<file path="config.mk">
export PLATFORM = sky130hd
export DESIGN_NAME = bpq_ram
export DESIGN_NICKNAME = d
export VERILOG_FILES = /design/src/rtl/core/bpq_ram.sv
export SDC_FILE = /design/constraint.sdc
export NUM_CORES = 1
export LEC_CHECK = 0
export BUFFER_PORTS_ARGS = -buffer_cell sky130_fd_sc_hd__buf_2
export CAP_MARGIN = 20
export CORE_MARGIN = 2
export CORE_UTILIZATION = 46
export DETAILED_ROUTE_END_ITERATION = 16
export HOLD_SLACK_MARGIN = 0.02
export SLEW_MARGIN = 40
export SYNTH_ARGS = -nofsm -noshare
export SYNTH_HDL_FRONTEND = slang
export SYNTH_SLANG_ARGS = --single-unit
</file>
<file path="constraint.sdc">
create_clock -name clk -period 2 [get_ports clk]
set_clock_uncertainty 0.15 [all_clocks]
set_input_delay 0 -clock clk [delete_from_list [all_inputs] [get_ports clk]]
set_output_delay 0 -clock clk [all_outputs]
set_load 0.03 [all_outputs]
</file>
<file path="src/rtl/core/bpq_ram.sv">
// generic single-port-write, registered-read ram
module bpq_ram #(
    parameter int WIDTH = 8,
    parameter int DEPTH = 16
) (
    input  logic                     clk,
    input  logic                     we,
    input  logic [$clog2(DEPTH)-1:0] waddr,
    input  logic [WIDTH-1:0]         wdata,
    input  logic [$clog2(DEPTH)-1:0] raddr,
    output logic [WIDTH-1:0]         rdata
);

    logic [WIDTH-1:0] mem_reg [DEPTH];
    logic [WIDTH-1:0] rdata_reg;

    // read returns the old contents on a same-address write
    always_ff @(posedge clk)
    begin
        if (we)
        begin
            mem_reg[waddr] <= wdata;
        end
        rdata_reg <= mem_reg[raddr];
    end

    assign rdata = rdata_reg;

endmodule

</file>
==> results_dict.tcl <==
set metrics [dict create \
    largest_register_ff_count 128 \
    worst-path-max-fanout 4 \
    synth_area_um2 5150 \
    power.clock.fraction_pct 47.7 \
    grt_pass1_wl_mm 15.5 \
    cell_internal_pwr_uw 5480 \
    wire_length_after_detailed_routing_mm 10.3 \
    critical_path_arrival_ns 2.06 \
    combinationalPowerShare_pct 5.4 \
    fin_cells 462 \
    number_of_antenna_violations_at_the_first_check_in_global_routing 0 \
    io_buffer_count 25 \
    vias_in_the_first_global_route 2593 \
    layout.cells.most_common "sky130_fd_sc_hd__edfxtp_1" \
    cp_num_buf_inv 4 \
    ir_worst_vdd_mv 0.493 \
    worst_path_largest_cell_delay_ns 0.62 \
    rsz0062_at_grt "false" \
    slew_at_the_pin_closest_to_its_max_slew_limit_ns 0.408 \
    cts.root.buffer_cell "sky130_fd_sc_hd__clkbuf_8" \
    coreArea_um2 10900 \
    maxSlewHeadroom_pct 72.8 \
    detail-route-antenna-nets 0 \
    global_route.usage.total_pct 19.2 \
    drive_above_1_share_pct 30.1 \
    ys_types 19 \
    swShare_pct 19.7 \
    first_iter_violations 158 \
    place.detailed.hpwl_mm 6.45 \
    critPathLaunchType "primary input" \
    die_area_um2 12100 \
    drt_pre_antenna_iters 4 \
    synthToLayoutAreaGrowth_pct 24.7 \
    clockBufferDepth 2 \
    postSynthCellCount 229 \
    fp.dieH_um 110 \
    maxCapViolCount 0 \
    cts_setup_buffers 0 \
    syn_nets 247 \
    cts_tree "yes" \
    timing.hold.worst.class "in2reg" \
    finalSetupTns_ns 0 \
    run_status "finished, final reports clean" \
    stdcell_area_um2 6420 \
    gp_congestion 0.758 \
    maximum_number_of_pins_on_one_net_before_global_route_repair 19 \
    fin_nets 327 \
    min_cycle_time_layout_ns 1.97 \
    post_dp_cell_area_um2 5560 \
    top_level_ports 26 \
    clkSlewWorstSetupHoldPaths_ns 0.06 \
    post_drt_wl_per_cell_um 22.2 \
    global_route.overflow_total 0 \
    h_tree_depth 4 \
    worstSetupEndpointType "flip-flop" \
    timing_hold_violations_final 0 \
    cts_made_buffers 17 \
    critical-path-top-delay-family "buffers and inverters" \
    ys_ff_latch 136 \
    row_count 38 \
    critical_path_required_ns 2.10 \
    timing.final.setup_violations 0 \
    via_count 2529 \
    placed_cells 407 \
    report.final.slew_viol_count 0 \
    p_seq_share_pct 46.9 \
    crit_path_cell_trace "dlygate4sd3_1 > buf_2 > nand3_1 > dlygate4sd3_1 > nor2_2 > dlygate4sd3_1" \
    power.density_cell_area_nw_per_um2 1060 \
    antenna_diode_instance_count 0 \
    drt_drc_violations_left 0 \
    initial_utilization_pct 47.3 \
    avgViaCountPerCell 5.47 \
    worstSkewPairLatency_ns 0.53 \
    layout_worst_path_cycle_share_pct 98.4 \
    chipWidth_um 110 \
    timing.fmax_mhz 508 \
    yosysWarnings 0 \
    mostFrequentLayoutCells "128 x sky130_fd_sc_hd__edfxtp_1, 25 x sky130_fd_sc_hd__buf_2, 23 x sky130_fd_sc_hd__dlygate4sd3_1, 21 x sky130_fd_sc_hd__buf_4, 18 x sky130_fd_sc_hd__mux4_2" \
    switchingPower_uw 1350 \
    power.static_leakage_uw 0.00222 \
    crit_path_top_delay_cell "sky130_fd_sc_hd__dlygate4sd3_1" \
    post_synth.cell_area_avg_um2 22.5 \
    worst_path_most_repeated_cell "sky130_fd_sc_hd__dlygate4sd3_1" \
    crit_type "in2reg" \
    cts_sinks 136 \
    seq_area_frac_synth_pct 77.8 \
]
routing by layer:
| layer | wire (um) | part of all wire [%] | GRT usage (%) |
|---|---|---|---|
| met5 | 0 | 0 | 0 |
| met4 | 231 | 2.3 | 9.31 |
| met3 | 558 | 5.4 | 5.51 |
| met2 | 5140 | 50 | 29.7 |
| met1 | 4340 | 42 | 25.2 |
cell type report:
cell class | count | area (um2)
clock inverter | 15 | 208
fill | 791 | 4470
sequential | 136 | 4000
tap | 140 | 175
timing repair buffer | 71 | 553
clock buffer | 17 | 414
multi-input combinational | 83 | 1060
worst min-delay path, cell delays in order:
cell and delay, ns:
sky130_fd_sc_hd__buf_2 0.15, sky130_fd_sc_hd__buf_4 0.18, sky130_fd_sc_hd__mux4_2 0.22, sky130_fd_sc_hd__a22oi_1 0.06, sky130_fd_sc_hd__nand2_1 0.05
repair_timing:
item / in CTS / in global routing
endpoints found under the setup margin: 0 / 2
hold endpoints to repair: 238 / 0
resized for setup: 0 / 2
hold buffers: 23 / 0
synthesized netlist by cell type:
cell / n / area [um2]
sky130_fd_sc_hd__clkdlybuf4s25_2: 3 / 30.0
sky130_fd_sc_hd__or3b_2: 1 / 8.76
sky130_fd_sc_hd__edfxtp_1: 128 / 3840
sky130_fd_sc_hd__mux4_1: 14 / 368
sky130_fd_sc_hd__a22oi_1: 16 / 120
sky130_fd_sc_hd__buf_2: 3 / 15.0
sky130_fd_sc_hd__nor2_1: 13 / 48.8
sky130_fd_sc_hd__dfxtp_1: 8 / 160
sky130_fd_sc_hd__buf_6: 3 / 33.8
sky130_fd_sc_hd__nand3_1: 1 / 5.00
sky130_fd_sc_hd__nand2_1: 9 / 33.8
sky130_fd_sc_hd__buf_4: 1 / 7.51
sky130_fd_sc_hd__nor2b_1: 1 / 6.26
sky130_fd_sc_hd__nand2b_1: 2 / 12.5
sky130_fd_sc_hd__nor3_1: 4 / 20.0
sky130_fd_sc_hd__mux4_2: 18 / 405
sky130_fd_sc_hd__and2_1: 1 / 6.26
sky130_fd_sc_hd__nand3b_1: 2 / 15.0
sky130_fd_sc_hd__and2b_1: 1 / 7.51
path summary, 6_finish.rpt:
| path | start | to | slack [ns] | cells past startpoint |
|---|---|---|---|---|
| setup reg to reg | mem_reg[3][7] | rdata[7] | 0.07 | 4 |
| hold reg to reg | mem_reg[14][1] | rdata[1] | 0.51 | 3 |
| setup / recovery | we | mem_reg[14][6] | 0.03 | 6 |
| hold / removal | raddr[0] | rdata[1] | 0.02 | 5 |
power groups by stage:
stage	registers, uW	clock network, uW	logic, uW
5_1_grt	3210	3430	401
4_1_cts	3200	3290	375
3_5_place_dp	3260	0	342
3_3_place_gp	3260	0	336
6_report	3200	3250	371
2_1_floorplan	3300	0	162
stage by stage:
stage	setup WS (ns)	util [%]	power [uW]	hold slack (ns)
5_1_grt	0.000637	59.0	7040	0.0709
3_3_place_gp	0.368	51.1	3590	0.243
6_report	0.0319	59.0	6830	0.0215
2_1_floorplan	0.357	-	3460	-0.0511
4_1_cts	0.0567	58.9	6870	0.0257
3_5_place_dp	0.356	51.1	3600	0.249
kinds of logic after synthesis:
family / Yosys count / share of synthesized area (%)
flip-flops: 136 / 77.8
buffers and inverters: 10 / 1.68
AO/OA/AOI/OAI: 16 / 2.33
AND/OR/NAND/NOR: 35 / 3.18
multiplexers: 32 / 15.0
(Power assumes the default switching activity.)
